## src/hw/rtl/cst_pkg.sv

```systemverilog
// Package for the configuration script tokenizer.
// Holds the token and queue entry types, lexer mode codes and character constants.
// No dependencies.
package cst_pkg;

  localparam int LINE_BITS = 16;
  localparam logic [LINE_BITS-1:0] LINE_MAX = {LINE_BITS{1'b1}};

  localparam int QUEUE_DEPTH = 4;
  localparam int QUEUE_AW = $clog2(QUEUE_DEPTH);

  localparam int OUT_USED_W = 8 + 1 + LINE_BITS;
  localparam int OUT_DATA_W = ((OUT_USED_W + 7) / 8) * 8;

  localparam logic [1:0] MODE_READY   = 2'd0;
  localparam logic [1:0] MODE_COMMENT = 2'd1;
  localparam logic [1:0] MODE_WORD    = 2'd2;

  localparam logic [1:0] KIND_WORD = 2'd0;
  localparam logic [1:0] KIND_NL   = 2'd1;
  localparam logic [1:0] KIND_LBR  = 2'd2;
  localparam logic [1:0] KIND_RBR  = 2'd3;

  localparam logic [7:0] CH_HASH   = 8'h23;
  localparam logic [7:0] CH_LBRACE = 8'h7B;
  localparam logic [7:0] CH_RBRACE = 8'h7D;
  localparam logic [7:0] CH_CR     = 8'h0D;
  localparam logic [7:0] CH_LF     = 8'h0A;
  localparam logic [7:0] CH_SPACE  = 8'h20;
  localparam logic [7:0] CH_TAB    = 8'h09;

  typedef struct packed {
    logic [1:0]           kind;
    logic [7:0]           ch;
    logic                 word_end;
    logic [LINE_BITS-1:0] line;
    logic                 last;
  } token_t;

  // One queue entry carries every token caused by one input transaction.
  typedef struct packed {
    token_t tok0;
    token_t tok1;
    logic   two;
  } group_t;

  typedef struct packed {
    logic full;
    logic nonempty;
  } queue_status_t;

endpackage

```

## src/hw/rtl/cst_front.sv

```systemverilog
// Front end of the tokenizer: accepts bytes, runs the lexer state and
// builds a group of up to two tokens per transaction. Depends on cst_pkg.
module cst_front (
  input  logic                  clk,
  input  logic                  rst,
  input  logic                  in_valid,
  output logic                  in_ready,
  input  logic                  action,
  input  logic [7:0]            byte_value,
  input  cst_pkg::queue_status_t q_status,
  output logic                  push,
  output cst_pkg::group_t       push_group
);

  logic [1:0]                    lex_mode, lex_mode_next;
  logic [7:0]                    held_char, held_char_next;
  logic                          held_is_first, held_is_first_next;
  logic [cst_pkg::LINE_BITS-1:0] line_count, line_count_next;
  logic                          prev_was_cr, prev_was_cr_next;
  logic                          newline_suppress, newline_suppress_next;

  logic            accept;
  logic [1:0]      n;
  cst_pkg::token_t t0, t1, end_tok, last_tok;
  logic            is_nl, is_ws, is_brace, count_line;

  assign in_ready = !q_status.full;
  assign accept   = in_valid && in_ready;

  assign is_nl    = (byte_value == cst_pkg::CH_CR) || (byte_value == cst_pkg::CH_LF);
  assign is_ws    = (byte_value == cst_pkg::CH_SPACE) || (byte_value == cst_pkg::CH_TAB) ||
                    (byte_value == cst_pkg::CH_CR);
  assign is_brace = (byte_value == cst_pkg::CH_LBRACE) || (byte_value == cst_pkg::CH_RBRACE);
  assign count_line = (byte_value == cst_pkg::CH_CR) ||
                      ((byte_value == cst_pkg::CH_LF) && !prev_was_cr);

  // Token that closes the pending word; a lone brace becomes a bracket.
  always_comb begin
    end_tok.ch       = held_char;
    end_tok.line     = line_count;
    end_tok.last     = 1'b0;
    end_tok.kind     = cst_pkg::KIND_WORD;
    end_tok.word_end = 1'b1;
    if (held_is_first && (held_char == cst_pkg::CH_LBRACE)) begin
      end_tok.kind     = cst_pkg::KIND_LBR;
      end_tok.word_end = 1'b0;
    end else if (held_is_first && (held_char == cst_pkg::CH_RBRACE)) begin
      end_tok.kind     = cst_pkg::KIND_RBR;
      end_tok.word_end = 1'b0;
    end
  end

  always_comb begin
    n                  = 2'd0;
    t0                 = end_tok;
    t1                 = end_tok;
    t1.kind            = cst_pkg::KIND_NL;
    t1.ch              = byte_value;
    t1.word_end        = 1'b0;
    lex_mode_next      = lex_mode;
    held_char_next     = held_char;
    held_is_first_next = held_is_first;

    unique case (lex_mode)
      cst_pkg::MODE_COMMENT: begin
        if (is_nl) begin
          lex_mode_next = cst_pkg::MODE_READY;
        end
      end
      cst_pkg::MODE_WORD: begin
        if (is_nl) begin
          n             = 2'd2;
          lex_mode_next = cst_pkg::MODE_READY;
        end else if (is_ws) begin
          n             = 2'd1;
          lex_mode_next = cst_pkg::MODE_READY;
        end else if (is_brace) begin
          n       = 2'd2;
          t1.kind = (byte_value == cst_pkg::CH_LBRACE) ? cst_pkg::KIND_LBR : cst_pkg::KIND_RBR;
          lex_mode_next = cst_pkg::MODE_READY;
        end else if (byte_value == cst_pkg::CH_HASH) begin
          n             = 2'd1;
          lex_mode_next = cst_pkg::MODE_COMMENT;
        end else begin
          // The word goes on: release the held character without an end mark.
          n                  = 2'd1;
          t0.kind            = cst_pkg::KIND_WORD;
          t0.word_end        = 1'b0;
          held_char_next     = byte_value;
          held_is_first_next = 1'b0;
        end
      end
      default: begin
        if (byte_value == cst_pkg::CH_HASH) begin
          lex_mode_next = cst_pkg::MODE_COMMENT;
        end else if (is_nl) begin
          if (!newline_suppress) begin
            n           = 2'd1;
            t0          = t1;
          end
          lex_mode_next = cst_pkg::MODE_READY;
        end else if (!is_ws) begin
          held_char_next     = byte_value;
          held_is_first_next = 1'b1;
          lex_mode_next      = cst_pkg::MODE_WORD;
        end else begin
          lex_mode_next = cst_pkg::MODE_READY;
        end
      end
    endcase

    line_count_next = line_count;
    if (count_line && (line_count != cst_pkg::LINE_MAX)) begin
      line_count_next = line_count + 1'b1;
    end
    prev_was_cr_next = (byte_value == cst_pkg::CH_CR);

    // End of stream flushes a pending word and restarts as after reset.
    if (action) begin
      n                  = (lex_mode == cst_pkg::MODE_WORD) ? 2'd1 : 2'd0;
      t0                 = end_tok;
      lex_mode_next      = cst_pkg::MODE_READY;
      held_char_next     = 8'h00;
      held_is_first_next = 1'b0;
      line_count_next    = {{(cst_pkg::LINE_BITS-1){1'b0}}, 1'b1};
      prev_was_cr_next   = 1'b0;
    end

    last_tok = (n == 2'd2) ? t1 : t0;
    if (action) begin
      newline_suppress_next = 1'b1;
    end else if (n != 2'd0) begin
      newline_suppress_next = (last_tok.kind == cst_pkg::KIND_NL);
    end else begin
      newline_suppress_next = newline_suppress;
    end

    t0.last = (n != 2'd2);
    t1.last = 1'b1;
  end

  assign push            = accept && (n != 2'd0);
  assign push_group.tok0 = t0;
  assign push_group.tok1 = t1;
  assign push_group.two  = (n == 2'd2);

  always_ff @(posedge clk) begin
    if (rst) begin
      lex_mode         <= cst_pkg::MODE_READY;
      held_char        <= 8'h00;
      held_is_first    <= 1'b0;
      line_count       <= {{(cst_pkg::LINE_BITS-1){1'b0}}, 1'b1};
      prev_was_cr      <= 1'b0;
      newline_suppress <= 1'b1;
    end else if (accept) begin
      lex_mode         <= lex_mode_next;
      held_char        <= held_char_next;
      held_is_first    <= held_is_first_next;
      line_count       <= line_count_next;
      prev_was_cr      <= prev_was_cr_next;
      newline_suppress <= newline_suppress_next;
    end
  end

endmodule

```

## src/hw/rtl/cst_queue.sv

```systemverilog
// Short queue of token groups between the lexer front end and the output side.
// Depends on cst_pkg.
module cst_queue (
  input  logic                   clk,
  input  logic                   rst,
  input  logic                   push,
  input  cst_pkg::group_t        push_group,
  input  logic                   pop,
  output cst_pkg::group_t        head,
  output cst_pkg::queue_status_t status
);

  cst_pkg::group_t              mem [cst_pkg::QUEUE_DEPTH];
  logic [cst_pkg::QUEUE_AW-1:0] wr_ptr, rd_ptr;
  logic [cst_pkg::QUEUE_AW:0]   count;

  assign head            = mem[rd_ptr];
  assign status.full     = (count == cst_pkg::QUEUE_AW'(0) + (cst_pkg::QUEUE_AW+1)'(cst_pkg::QUEUE_DEPTH));
  assign status.nonempty = (count != '0);

  always_ff @(posedge clk) begin
    if (push) begin
      mem[wr_ptr] <= push_group;
    end
  end

  always_ff @(posedge clk) begin
    if (rst) begin
      wr_ptr <= '0;
      rd_ptr <= '0;
      count  <= '0;
    end else begin
      if (push) begin
        wr_ptr <= wr_ptr + 1'b1;
      end
      if (pop) begin
        rd_ptr <= rd_ptr + 1'b1;
      end
      if (push && !pop) begin
        count <= count + 1'b1;
      end else if (pop && !push) begin
        count <= count - 1'b1;
      end
    end
  end

  a_no_overflow: assert property (@(posedge clk) disable iff (rst)
    push |-> (!status.full || pop))
    else $error("queue push while full");

  a_no_underflow: assert property (@(posedge clk) disable iff (rst)
    pop |-> status.nonempty)
    else $error("queue pop while empty");

  a_count_tracks: assert property (@(posedge clk) disable iff (rst)
    (push && !pop) |=> (count != '0))
    else $error("queue count lost a push");

endmodule

```

## src/hw/rtl/cst_back.sv

```systemverilog
// Output side of the tokenizer: sends tokens of queue groups one per cycle
// when not stalled, through a registered stream port. Depends on cst_pkg.
module cst_back (
  input  logic                   clk,
  input  logic                   rst,
  input  cst_pkg::group_t        head,
  input  cst_pkg::queue_status_t q_status,
  output logic                   pop,
  output logic                   out_valid,
  input  logic                   out_ready,
  output cst_pkg::token_t        out_token
);

  logic sel;
  logic load;

  assign load = !out_valid || out_ready;
  assign pop  = load && q_status.nonempty && (sel || !head.two);

  always_ff @(posedge clk) begin
    if (load && q_status.nonempty) begin
      out_token <= sel ? head.tok1 : head.tok0;
    end
  end

  always_ff @(posedge clk) begin
    if (rst) begin
      out_valid <= 1'b0;
      sel       <= 1'b0;
    end else if (load) begin
      out_valid <= q_status.nonempty;
      if (q_status.nonempty) begin
        sel <= !pop;
      end
    end
  end

endmodule

```

## src/hw/rtl/config_script_tokenizer_top.sv

```systemverilog
// Top level of the configuration script tokenizer.
// Joins the lexer front end, the group queue and the output side; depends on cst_pkg.
//
// Usage:
//   Input stream s_axis: one transaction per script byte (s_axis_tuser = 0) or an
//   end-of-stream flush (s_axis_tuser = 1, data ignored). Output stream m_axis:
//   one transaction per token; m_axis_tlast marks the last token caused by one
//   input transaction. An input that causes no token produces nothing.
//   The accepting edge writes the group of an accepted byte into the queue; the
//   output register is then loaded from the queue head once it is free, so the
//   queue and the output register lie between input and output.
//   Bytes are accepted one per cycle while the queue is not full. The output
//   side moves one token per cycle out of the queue while the receiver is ready,
//   so a byte that causes two tokens holds its group at the head until both go.
//   Reset clears the lexer to its start state (line 1, no pending word, leading
//   newlines dropped) and empties the queue.
//   When the receiver stalls, the output register holds its token and the queue
//   of four groups fills; s_axis_tready then goes low until space frees up.
module config_script_tokenizer_top (
  input  logic                           clk,
  input  logic                           rst,
  input  logic                           s_axis_tvalid,
  output logic                           s_axis_tready,
  input  logic [7:0]                     s_axis_tdata,  // [7:0] byte_value
  input  logic                           s_axis_tuser,  // [0] action
  output logic                           m_axis_tvalid,
  input  logic                           m_axis_tready,
  // [7:0] char_value, [8] word_end, [24:9] line_number
  output logic [cst_pkg::OUT_DATA_W-1:0] m_axis_tdata,
  output logic [1:0]                     m_axis_tuser,  // [1:0] token_kind
  output logic                           m_axis_tlast   // last
);

  logic                   push, pop;
  cst_pkg::group_t        push_group, head;
  cst_pkg::queue_status_t q_status;
  cst_pkg::token_t        out_token;

  cst_front u_front (
    .clk        (clk),
    .rst        (rst),
    .in_valid   (s_axis_tvalid),
    .in_ready   (s_axis_tready),
    .action     (s_axis_tuser),
    .byte_value (s_axis_tdata),
    .q_status   (q_status),
    .push       (push),
    .push_group (push_group)
  );

  cst_queue u_queue (
    .clk        (clk),
    .rst        (rst),
    .push       (push),
    .push_group (push_group),
    .pop        (pop),
    .head       (head),
    .status     (q_status)
  );

  cst_back u_back (
    .clk       (clk),
    .rst       (rst),
    .head      (head),
    .q_status  (q_status),
    .pop       (pop),
    .out_valid (m_axis_tvalid),
    .out_ready (m_axis_tready),
    .out_token (out_token)
  );

  assign m_axis_tdata = {{(cst_pkg::OUT_DATA_W-cst_pkg::OUT_USED_W){1'b0}},
                         out_token.line, out_token.word_end, out_token.ch};
  assign m_axis_tuser = out_token.kind;
  assign m_axis_tlast = out_token.last;

endmodule
```

## config.mk

```make
export PLATFORM = sky130hd
export DESIGN_NAME = config_script_tokenizer_top
export DESIGN_NICKNAME = d
export VERILOG_FILES = /design/src/hw/rtl/cst_pkg.sv /design/src/hw/rtl/cst_front.sv /design/src/hw/rtl/cst_queue.sv /design/src/hw/rtl/cst_back.sv /design/src/hw/rtl/config_script_tokenizer_top.sv
export SDC_FILE = /design/constraint.sdc
export NUM_CORES = 1
export LEC_CHECK = 0
export ABC_AREA = 1
export BUFFER_PORTS_ARGS = -buffer_cell sky130_fd_sc_hd__buf_2
export CORE_ASPECT_RATIO = 1.25
export CORE_UTILIZATION = 45
export DETAILED_ROUTE_END_ITERATION = 12
export HOLD_SLACK_MARGIN = 0.08
export SETUP_SLACK_MARGIN = 0.5
export SLEW_MARGIN = 15
export SYNTH_ARGS = -nofsm -noshare
export SYNTH_HDL_FRONTEND = slang
export SYNTH_SLANG_ARGS = --single-unit
```

## constraint.sdc

```tcl
create_clock -name clk -period 3.4 [get_ports clk]
set_input_delay 0.68 -clock clk [delete_from_list [all_inputs] [get_ports clk]]
set_output_delay 0.68 -clock clk [all_outputs]
set_load 0.005 [all_outputs]
```

==> results_dict.tcl, run 1 <==
set metrics [dict create \
    htree_num_levels 1 \
    status "finished, final reports clean" \
    slew_violations 0 \
    antenna_found_initial 0 \
    syn_area_sq_um 9346 \
    hold_viol 0 \
    fill_cells 1802 \
    ys_seq_elements 224 \
    ys_warn_count 0 \
    period_minus_slack_ns 2.612 \
    hp-class "in -> reg" \
    maxCapViolCount 0 \
    routed_wl_um 20040 \
    critPathCaptureType "flip-flop" \
    ir_drop_mv 0.5013 \
    crit_top_cell "inv_1" \
    routedWlPerCell_um 16.95 \
    start_util_pct 46.16 \
    path_clk_slew_ns 0.06 \
    crit_type "reg -> reg" \
    cp.required_ns 3.78 \
    yosysSeqAreaShare_pct 67.68 \
    root_buffer "clkbuf_16" \
    syn_to_final_growth_pct 13.49 \
    cts_setup_buffers 0 \
    tightest_slew_ns 0.7502 \
    grt-ovfl-total 0 \
    path_max_fanout 5 \
    grt_max_degree 77 \
    syn_inst 853 \
    fp.coreArea_sq_um 20250 \
    p_per_area_nw_per_um2 710.9 \
    slew_headroom_pct 49.99 \
    synth.area.mux_share_pct 0 \
    finalNetCount 919 \
    syn-mean-instance-area_sq_um 10.96 \
    timing.fmax_mhz 382.9 \
    portBuffers 42 \
    cp.arrival_ns 2.99 \
    vias 6106 \
    cts-hold-fix-buffers 0 \
    synth_top_family_by_area "simple AND/OR/NAND/NOR gates" \
    synthXorXnorAreaFrac_pct 1.124 \
    hold_slack_ns 0.4404 \
    numClockSinks 224 \
    setup_tns_ns 0 \
    viasPerCell 5.166 \
    final_antenna_net_count 0 \
    ios 50 \
    drtIter0Drc 405 \
    synthTopCellsByArea "edfxtp_1 (59%), dfxtp_1 (8.6%), nor2_1 (7.3%)" \
    cts_buffers 22 \
    drt_pass1_iterations 5 \
    grt_pass1_vias 5912 \
    crit_chain "inv_1 -> ha_4 -> inv_1 -> nor2_2 -> nand3_1 -> nand2_1 -> inv_1 -> nand2_1 -> nand2_1 -> nand2_1 -> nand2_2 -> inv_1 -> ha_1 -> inv_1 -> fa_1 -> a21oi_1 -> o21ai_0 -> o21ai_0 -> a21oi_1" \
    cts_tree "done" \
    startpoint_type "flip-flop" \
    synth.top_cell.area_share_pct 59.12 \
    synth_cell_types 40 \
    preCtsSetupSlack_ns 0.3853 \
    setup_viol 0 \
    ctsResizeCount 0 \
    clock_path_buffers 3 \
    fp.dieArea_sq_um 21350 \
    drive_gt1_share_pct 13.93 \
    clock_latency_ns 0.49 \
    rsz0062_at_grt "no" \
    synth_top_cell_by_area "edfxtp_1" \
    grt_pass1_wl_um 31880 \
    max_stage_delay_ns 0.43 \
    synthAdderAreaFrac_pct 1.285 \
    skew_ns 0.007782 \
    seqCellArea_sq_um 6327 \
    fp.dieH_um 163.1 \
    grtUsageTotal_pct 19.77 \
    diodes 0 \
    multi_input_area_sq_um 2633 \
    rows 58 \
    period_share_pct 76.82 \
    hpwlAfterDp_um 12210 \
    drc 0 \
    crit_slowest_cell "fa_1" \
    synth-simple-area-share_pct 15.48 \
    gp_congestion 0.8099 \
    synth_compound_area_share_pct 9.357 \
    leakage_nw 3.889 \
    setup_ws_ns 0.7881 \
    die_w_um 130.9 \
]
-- path summary, 6_finish.rpt --
| kind | from | end | slack (ns) | cells after the start |
|---|---|---|---|---|
| max | u_front.lex_mode[0] | u_queue.count[2] | 0.79 | 19 |
| max reg2reg | u_front.lex_mode[0] | u_queue.count[2] | 0.79 | 19 |
| min reg2reg | u_queue.rd_ptr[1] | flip-flop | 0.47 | 2 |
| min | s_axis_tdata[7] | u_queue.mem[2][24] | 0.44 | 1 |
-- cell usage after synthesis (all sizes together) --
master and instances:
nor2 186, edfxtp 184, nand2 103, o21ai 92
inv 68, dfxtp 40, nand3 30, o22ai 27
clkbuf 23, a21oi 21, buf 18, a31oi 13
xor2 11, nand4 9, nor3 9, ha 8
nand3b 2, clkinv 1, conb 1, fa 1
nor4 1, o211ai 1, o21a 1, o221ai 1
or2 1, xnor2 1
-- flip-flops by register name (all words and copies together), names as in the netlist, named ones only --
name and count:
u_front.held_is_first 1, u_front.held_char 8, u_front.line_count 16, u_back.out_token 28
u_queue.count 3, u_queue.mem 156, u_front.lex_mode 2, u_back.out_valid 1
u_queue.wr_ptr 2, u_front.prev_was_cr 1, u_queue.rd_ptr 2, u_front.newline_suppress 1
u_back.sel 1
-- metrics by stage --
stage	cell area, sq um	std cells	power, mW	util [%]
6_report	10610	1182	7.541	52.39
5_1_grt	10610	1182	7.977	52.39
4_1_cts	10590	1182	7.610	52.32
3_5_place_dp	9920	1143	5.337	48.99
3_3_place_gp	9920	1143	5.321	48.99
2_1_floorplan	9385	859	4.680	-
-- power breakdown --
part | total (mW) | switching [mW] | internal [mW]
clock | 2.28 | 0.980 | 1.30
sequential | 3.58 | 0.159 | 3.42
combinational | 1.68 | 1.14 | 0.540
total | 7.54 | 2.28 | 5.26
-- worst max-delay path, delay by kind of cell, from the launching register on --
kind,cells,cell delay [ns]
adder cells (fa/ha/maj),3,0.85
AO/OA/AOI/OAI,4,0.46
AND/OR/NAND/NOR,7,0.54
buffers and inverters,5,0.31
flip-flops,1,0.33
-- logic make-up after synthesis --
group                      after synthesis
AOI/OAI and AO/OA                      156
xor gates and xnor gates                12
adders and majority gates                9
buffers and inverters                  110
DFF                                    224
other                                    1
and+or+nand+nor                        341
-- cells in the final DEF (no fill, tap or decap), drive strengths merged, types with 7 or more instances in the layout --
cell type  count
conb           7
buf           55
inv           68
ha             8
clkinv        14
nand2        103
nor2         186
a31oi         13
a21oi         21
nand3         30
xor2          11
o22ai         27
nand4          9
nor3           9
dfxtp         40
edfxtp       184
o21ai         92
clkbuf        24
-- metal layers --
metal,global-route usage [%],vias up,part of all wire [%]
met4,5.329,0,1.9
met1,27.10,2937,45
met5,0,-,0
li1,-,3016,-
met2,32.66,124,48
met3,2.915,29,4.5
-- cell type report --
| type | instances | share of cell area, % |
|---|---|---|
| Clock inverter | 15 | 0.8846 |
| Timing Repair Buffer | 55 | 3.491 |
| Sequential cell | 224 | 59.65 |
| Tap cell | 270 | 3.185 |
| Clock buffer | 24 | 5.461 |
| Multi-Input combinational cell | 525 | 24.82 |
| Inverter | 69 | 2.512 |
Power figures use the tool's default switching activity.
==> run 2: changes to the inputs <==
==> constraint.sdc (replaced) <==
create_clock -name clk -period 2.3 [get_ports clk]
set_input_delay 0.46 -clock clk [delete_from_list [all_inputs] [get_ports clk]]
set_output_delay 0.46 -clock clk [all_outputs]
set_load 0.005 [all_outputs]
==> run 2 against run 1 <==
Effect of this change:
- clock skew grew 0.0088 ns
- register-to-register slack got worse by 0.83 ns
- critical path depth down 2
- wire length grew 14%
- clock-buffer cell count grew 9
- combinational power grew 86%
- the run now ends with negative setup slack left
- worst hold slack worse by 0.23 ns
- final area rose by 14%
- utilization up 7.6 points
- total power grew 60%
- maximum frequency is 12% higher
- flip-flop and latch count unchanged
==> results_dict.tcl, run 2 (synthesis gave the netlist of run 1 again) <==
set metrics [dict create \
    status "finished with violations" \
    violations "negative setup slack" \
    crit_slowest_cell "dfxtp_2" \
    timing.fmax_mhz 427.1 \
    clock_path_buffers 3 \
    die_w_um 130.9 \
    cts_buffers 23 \
    hp-class "in -> reg" \
    grt_pass1_vias 6261 \
    finalNetCount 1021 \
    maxCapViolCount 0 \
    grtUsageTotal_pct 21.33 \
    fp.dieArea_sq_um 21350 \
    skew_ns 0.01658 \
    total_power_mw 12.10 \
    crit_type "reg -> reg" \
    setup_ws_ns -0.04123 \
    htree_num_levels 1 \
    gp_congestion 0.8241 \
    min_from "s_axis_tdata[4]" \
    routedWlPerCell_um 17.76 \
    critPathCaptureType "flip-flop" \
    largest_reg_flops 156 \
    layout_common_cells "edfxtp_1 (184), nor2_1 (175), o21ai_0 (86)" \
    cp.required_ns 2.53 \
    max_stage_delay_ns 0.34 \
    grt-ovfl-total 0 \
    final_antenna_net_count 0 \
    ios 50 \
    setup_viol 17 \
    root_buffer "clkbuf_16" \
    p_per_area_nw_per_um2 996.4 \
    hold_viol 0 \
    syn_to_final_growth_pct 29.95 \
    crit_chain "inv_2 -> ha_4 -> inv_2 -> nor2_2 -> nand3_1 -> nand2_1 -> inv_1 -> nand2_1 -> nand2_2 -> nand2_2 -> nand2_4 -> buf_4 -> buf_12 -> nor2_4 -> buf_6 -> buf_12 -> buf_16" \
    final_common_cell "edfxtp_1" \
    grt_pass1_wl_um 33950 \
    fp.dieH_um 163.1 \
    regToRegStartpoint "u_front.lex_mode[0]" \
    antenna_found_initial 1 \
    vias 6692 \
    drive_gt1_share_pct 26.28 \
    grt_max_degree 77 \
    period_minus_slack_ns 2.341 \
    leakage_nw 4.616 \
    ir_drop_mv 0.6513 \
    critPathLaunch "u_front.lex_mode[0]" \
    period_share_pct 101.8 \
    cp.arrival_ns 2.57 \
    rsz0062_at_grt "yes" \
    path_clk_slew_ns 0.07 \
    numClockSinks 224 \
    preCtsSetupSlack_ns -0.1699 \
    diodes 0 \
    rows 58 \
    drc 0 \
    viasPerCell 5.204 \
    slew_violations 0 \
    start_util_pct 46.16 \
    path_max_fanout 7 \
    cts_tree "done" \
    hpwlAfterDp_um 13090 \
    fp.coreArea_sq_um 20250 \
    clock_latency_ns 0.51 \
    portBuffers 42 \
    reg.largest.list "u_queue.mem x156, u_back.out_token x28, u_front.line_count x16" \
    drtIter0Drc 449 \
    cts-hold-fix-buffers 0 \
    drt_pass1_iterations 5 \
    startpoint_type "flip-flop" \
    routed_wl_um 22840 \
    regMostFlops "u_queue.mem" \
]
[run 2: area by class of cell]
| class | instances | area [sq um] |
|---|---|---|
| well taps | 270 | 337.8 |
| clock buffers | 33 | 633.1 |
| flip-flops and latches | 224 | 6336 |
| repair buffers | 153 | 1637 |
| fillers | 1620 | 8102 |
| multi-input cells | 527 | 2799 |
| clock inverters | 9 | 122.6 |
| repair inverters | 1 | 6.256 |
| inverters | 69 | 274.0 |
[run 2: routing by layer]
layer	global-route usage (%)	up-vias	share of wire [%]
met5	0	-	0
met4	6.531	0	2.3
met3	2.653	34	4.1
met2	37.78	139	52
met1	26.93	3285	41
li1	-	3234	-
[run 2: what timing repair did]
item	4_1_cts	5_1_grt
pin swaps	6	10
setup buffers	29	3
endpoints found under the setup margin	177	205
cloned	12	6
gates resized for setup	32	42
[run 2: per-stage QoR]
step	hold slack [ns]	instances	util (%)	setup TNS [ns]	cell area [sq um]
after floorplan	0.4363	859	-	0	9490
after global placement	0.4541	1194	51.32	-0.2078	10390
after detailed placement	0.4610	1194	51.32	-0.5546	10390
after CTS	0.1976	1277	58.49	0	11840
after global routing	0.1974	1286	59.99	-13.48	12150
final	0.2102	1286	59.99	-0.3660	12150
[run 2: power by group]
group          switching (mW)  internal, mW  leakage [nW]
logic                    1.92          1.19          2.25
clock network            1.49          2.25         0.371
registers               0.183          5.06          2.00
total                    3.60          8.50          4.62
[run 2: worst paths after layout]
path / endpoint / slack, ns / depth (start not counted)
max: u_queue.mem[0][52] / -0.04 / 17
min: u_queue.mem[2][21] / 0.21 / 1
max reg2reg: u_queue.mem[0][52] / -0.04 / 17
min reg2reg: flip-flop / 0.47 / 2
[run 2: critical path: cells and delay by family (launching register included)]
family	cells	cell delay, ns
buffers and inverters	8	0.78
and+or+nand+nor	8	0.66
DFF	1	0.34
adders and majority gates	1	0.28
==> run 3: changes to the inputs <==
--- a/config.mk
+++ b/config.mk
@@ -8,7 +8,7 @@
 export ABC_AREA = 1
 export BUFFER_PORTS_ARGS = -buffer_cell sky130_fd_sc_hd__buf_2
 export CORE_ASPECT_RATIO = 1.25
-export CORE_UTILIZATION = 45
+export CORE_UTILIZATION = 40
 export DETAILED_ROUTE_END_ITERATION = 12
 export HOLD_SLACK_MARGIN = 0.08
 export SETUP_SLACK_MARGIN = 0.5
==> run 3 against run 2 <==
Effect of this change:
- the run ends with design-rule violations, negative setup slack left
- critical endpoint is now u_queue.count[2]
- first-iteration DRC count grew 18%
- sequential power barely moved
- wire length decreased by 2.3%
- non-clock buffer count stayed put
- sequential share of layout area up 0.31 points
- clock-buffer cell count fell by 8
- final area fell by 0.52%
- critical path depth rose by 2
- flip-flop and latch count is the same
==> results_dict.tcl, run 3 (synthesis gave the netlist of run 1 again) <==
set metrics [dict create \
    cp.depth 19 \
    diodes 0 \
    grt_pass1_wl_um 32940 \
    clock_latency_ns 0.50 \
    drive_gt1_share_pct 28.70 \
    clock_path_buffers 3 \
    regToRegStartpoint "u_front.lex_mode[0]" \
    final_antenna_net_count 0 \
    antenna_found_initial 0 \
    fp.dieArea_sq_um 23990 \
    leakage_nw 4.576 \
    ir_drop_mv 0.6318 \
    multi_input_area_sq_um 2898 \
    rsz0062_at_grt "yes" \
    setup_viol 1 \
    finalNetCount 1020 \
    tightest_slew_ns 0.5100 \
    cts_buffers 22 \
    crit_chain "inv_2 -> ha_4 -> inv_4 -> nor2_4 -> nand3_2 -> nand2_1 -> inv_2 -> nand2_2 -> nand2_2 -> nand2_2 -> nand2_4 -> inv_4 -> ha_4 -> inv_2 -> fa_2 -> a21oi_2 -> o21ai_2 -> o21ai_1 -> a21oi_1" \
    period_minus_slack_ns 2.331 \
    slew_headroom_pct 65.84 \
    syn_to_final_growth_pct 29.28 \
    viasPerCell 5.082 \
    crit_type "reg -> reg" \
    fp.coreArea_sq_um 22960 \
    regMostFlops "u_queue.mem" \
    grt-ovfl-total 0 \
    skew_ns 0.009616 \
    htree_num_levels 1 \
    vias 6617 \
    timing.fmax_mhz 429.0 \
    max_stage_delay_ns 0.38 \
    rr_worst_depth 19 \
    slew_violations 0 \
    seqCellArea_sq_um 6341 \
    min_from "s_axis_tdata[4]" \
    worst-r2r-setup-slack_ns -0.03 \
    critPathCaptureType "flip-flop" \
    layout_common_cells "edfxtp_1 (184), nor2_1 (173), o21ai_0 (86)" \
    cts_tree "done" \
    hold_depth 1 \
    fill_cells 1937 \
    drc 7 \
    rows 62 \
    cp_top_family "adder cells" \
    drtIter0Drc 530 \
    drt_pass1_iterations 9 \
    portBuffers 42 \
    hpwlAfterDp_um 12990 \
    cp.arrival_ns 2.72 \
    largest_reg_flops 156 \
    dp_cells 1217 \
    status "finished with violations" \
    p_per_area_nw_per_um2 997.9 \
    crit_slowest_cell "fa_2" \
    die_w_um 138.7 \
    setup_ws_ns -0.03119 \
    hold_end "u_queue.mem[2][21]" \
    ios 50 \
    cts-hold-fix-buffers 0 \
    hold_viol 0 \
    hp-class "in -> reg" \
    period_share_pct 101.4 \
    final_cells 1302 \
    fp.dieH_um 172.9 \
    cp.required_ns 2.68 \
    design_area_sq_um 12080 \
    path_clk_slew_ns 0.06 \
    final_common_cell "edfxtp_1" \
    grt_max_degree 77 \
    grt_pass1_vias 6226 \
    maxCapViolCount 0 \
    preCtsSetupSlack_ns -0.1697 \
    total_power_mw 12.06 \
    grtUsageTotal_pct 17.46 \
    startpoint_type "flip-flop" \
    placed_area_sq_um 10450 \
    start_util_pct 40.70 \
    numClockSinks 224 \
    r2r-end "u_queue.count[2]" \
    reg.largest.list "u_queue.mem x156, u_back.out_token x28, u_front.line_count x16" \
    routedWlPerCell_um 17.15 \
    path_max_fanout 3 \
    violations "design-rule violations, negative setup slack" \
    routed_wl_um 22330 \
    worst-path-buf-inv 5 \
    root_buffer "clkbuf_16" \
    gp_congestion 0.8184 \
]
-- run 3: changes by cell type in the layout (fill, tap and decap cells not counted), sizes merged --
cell,change
bufinv,+1
clkinv,+5
clkbuf,-6
buf,-2
-- run 3: per-layer routing --
layer	global-route usage [%]	share of wire, %
met5	0	0
met4	6.019	2.3
met3	2.160	3.9
met2	31.09	52
met1	21.92	42
-- run 3: area by class of cell --
type                       instances  area share [%]
clock buffer                      25           4.826
clock inverter                    15           1.439
inverter                          69           2.320
multi-input combinational        527           23.98
sequential                       224           52.48
tap                              288           2.982
timing repair buffer             153           11.90
timing repair inverter             1         0.07249
-- run 3: timing repair --
item | 4_1_cts | 5_1_grt
setup endpoints to repair | 176 | 223
gates resized for setup | 27 | 79
gates cloned | 2 | 11
hold endpoints to repair | 0 | 0
pin swaps | 7 | 18
buffers inserted | 17 | 15
-- run 3: worst max path at each step --
stage / from / slack (ns) / endpoint
after floorplan: u_front.lex_mode[0] / 0.002 / u_queue.count[2]
after global placement: s_axis_tdata[6] / -0.16 / u_queue.count[2]
after detailed placement: s_axis_tdata[6] / -0.17 / u_queue.count[2]
after CTS: u_front.lex_mode[0] / 0.02 / u_queue.count[2]
after global routing: u_front.lex_mode[0] / -0.16 / u_queue.count[2]
final: u_front.lex_mode[0] / -0.03 / u_queue.count[2]
-- run 3: worst register-to-register path, delay by kind of cell, from the launching register on --
family / cells / cell delay (ns)
AO/OA/AOI/OAI: 4 / 0.41
buffers and inverters: 5 / 0.21
adder cells (fa/ha/maj): 3 / 0.77
flip-flops: 1 / 0.33
AND/OR/NAND/NOR: 7 / 0.49
-- run 3: report_power, final --
| part | switching (mW) | internal, mW |
|---|---|---|
| Sequential | 0.173 | 5.06 |
| Combinational | 1.92 | 1.14 |
| Clock | 1.49 | 2.27 |
-- run 3: through the flow --
stage | hold WS [ns] | setup TNS, ns | utilization [%]
floorplan | 0.4363 | 0 | -
global placement | 0.4538 | -0.2096 | 45.52
detailed placement | 0.4598 | -0.4733 | 45.52
CTS | 0.2203 | 0 | 49.95
global route | 0.2251 | -0.7506 | 52.62
finish | 0.2347 | -0.03119 | 52.62
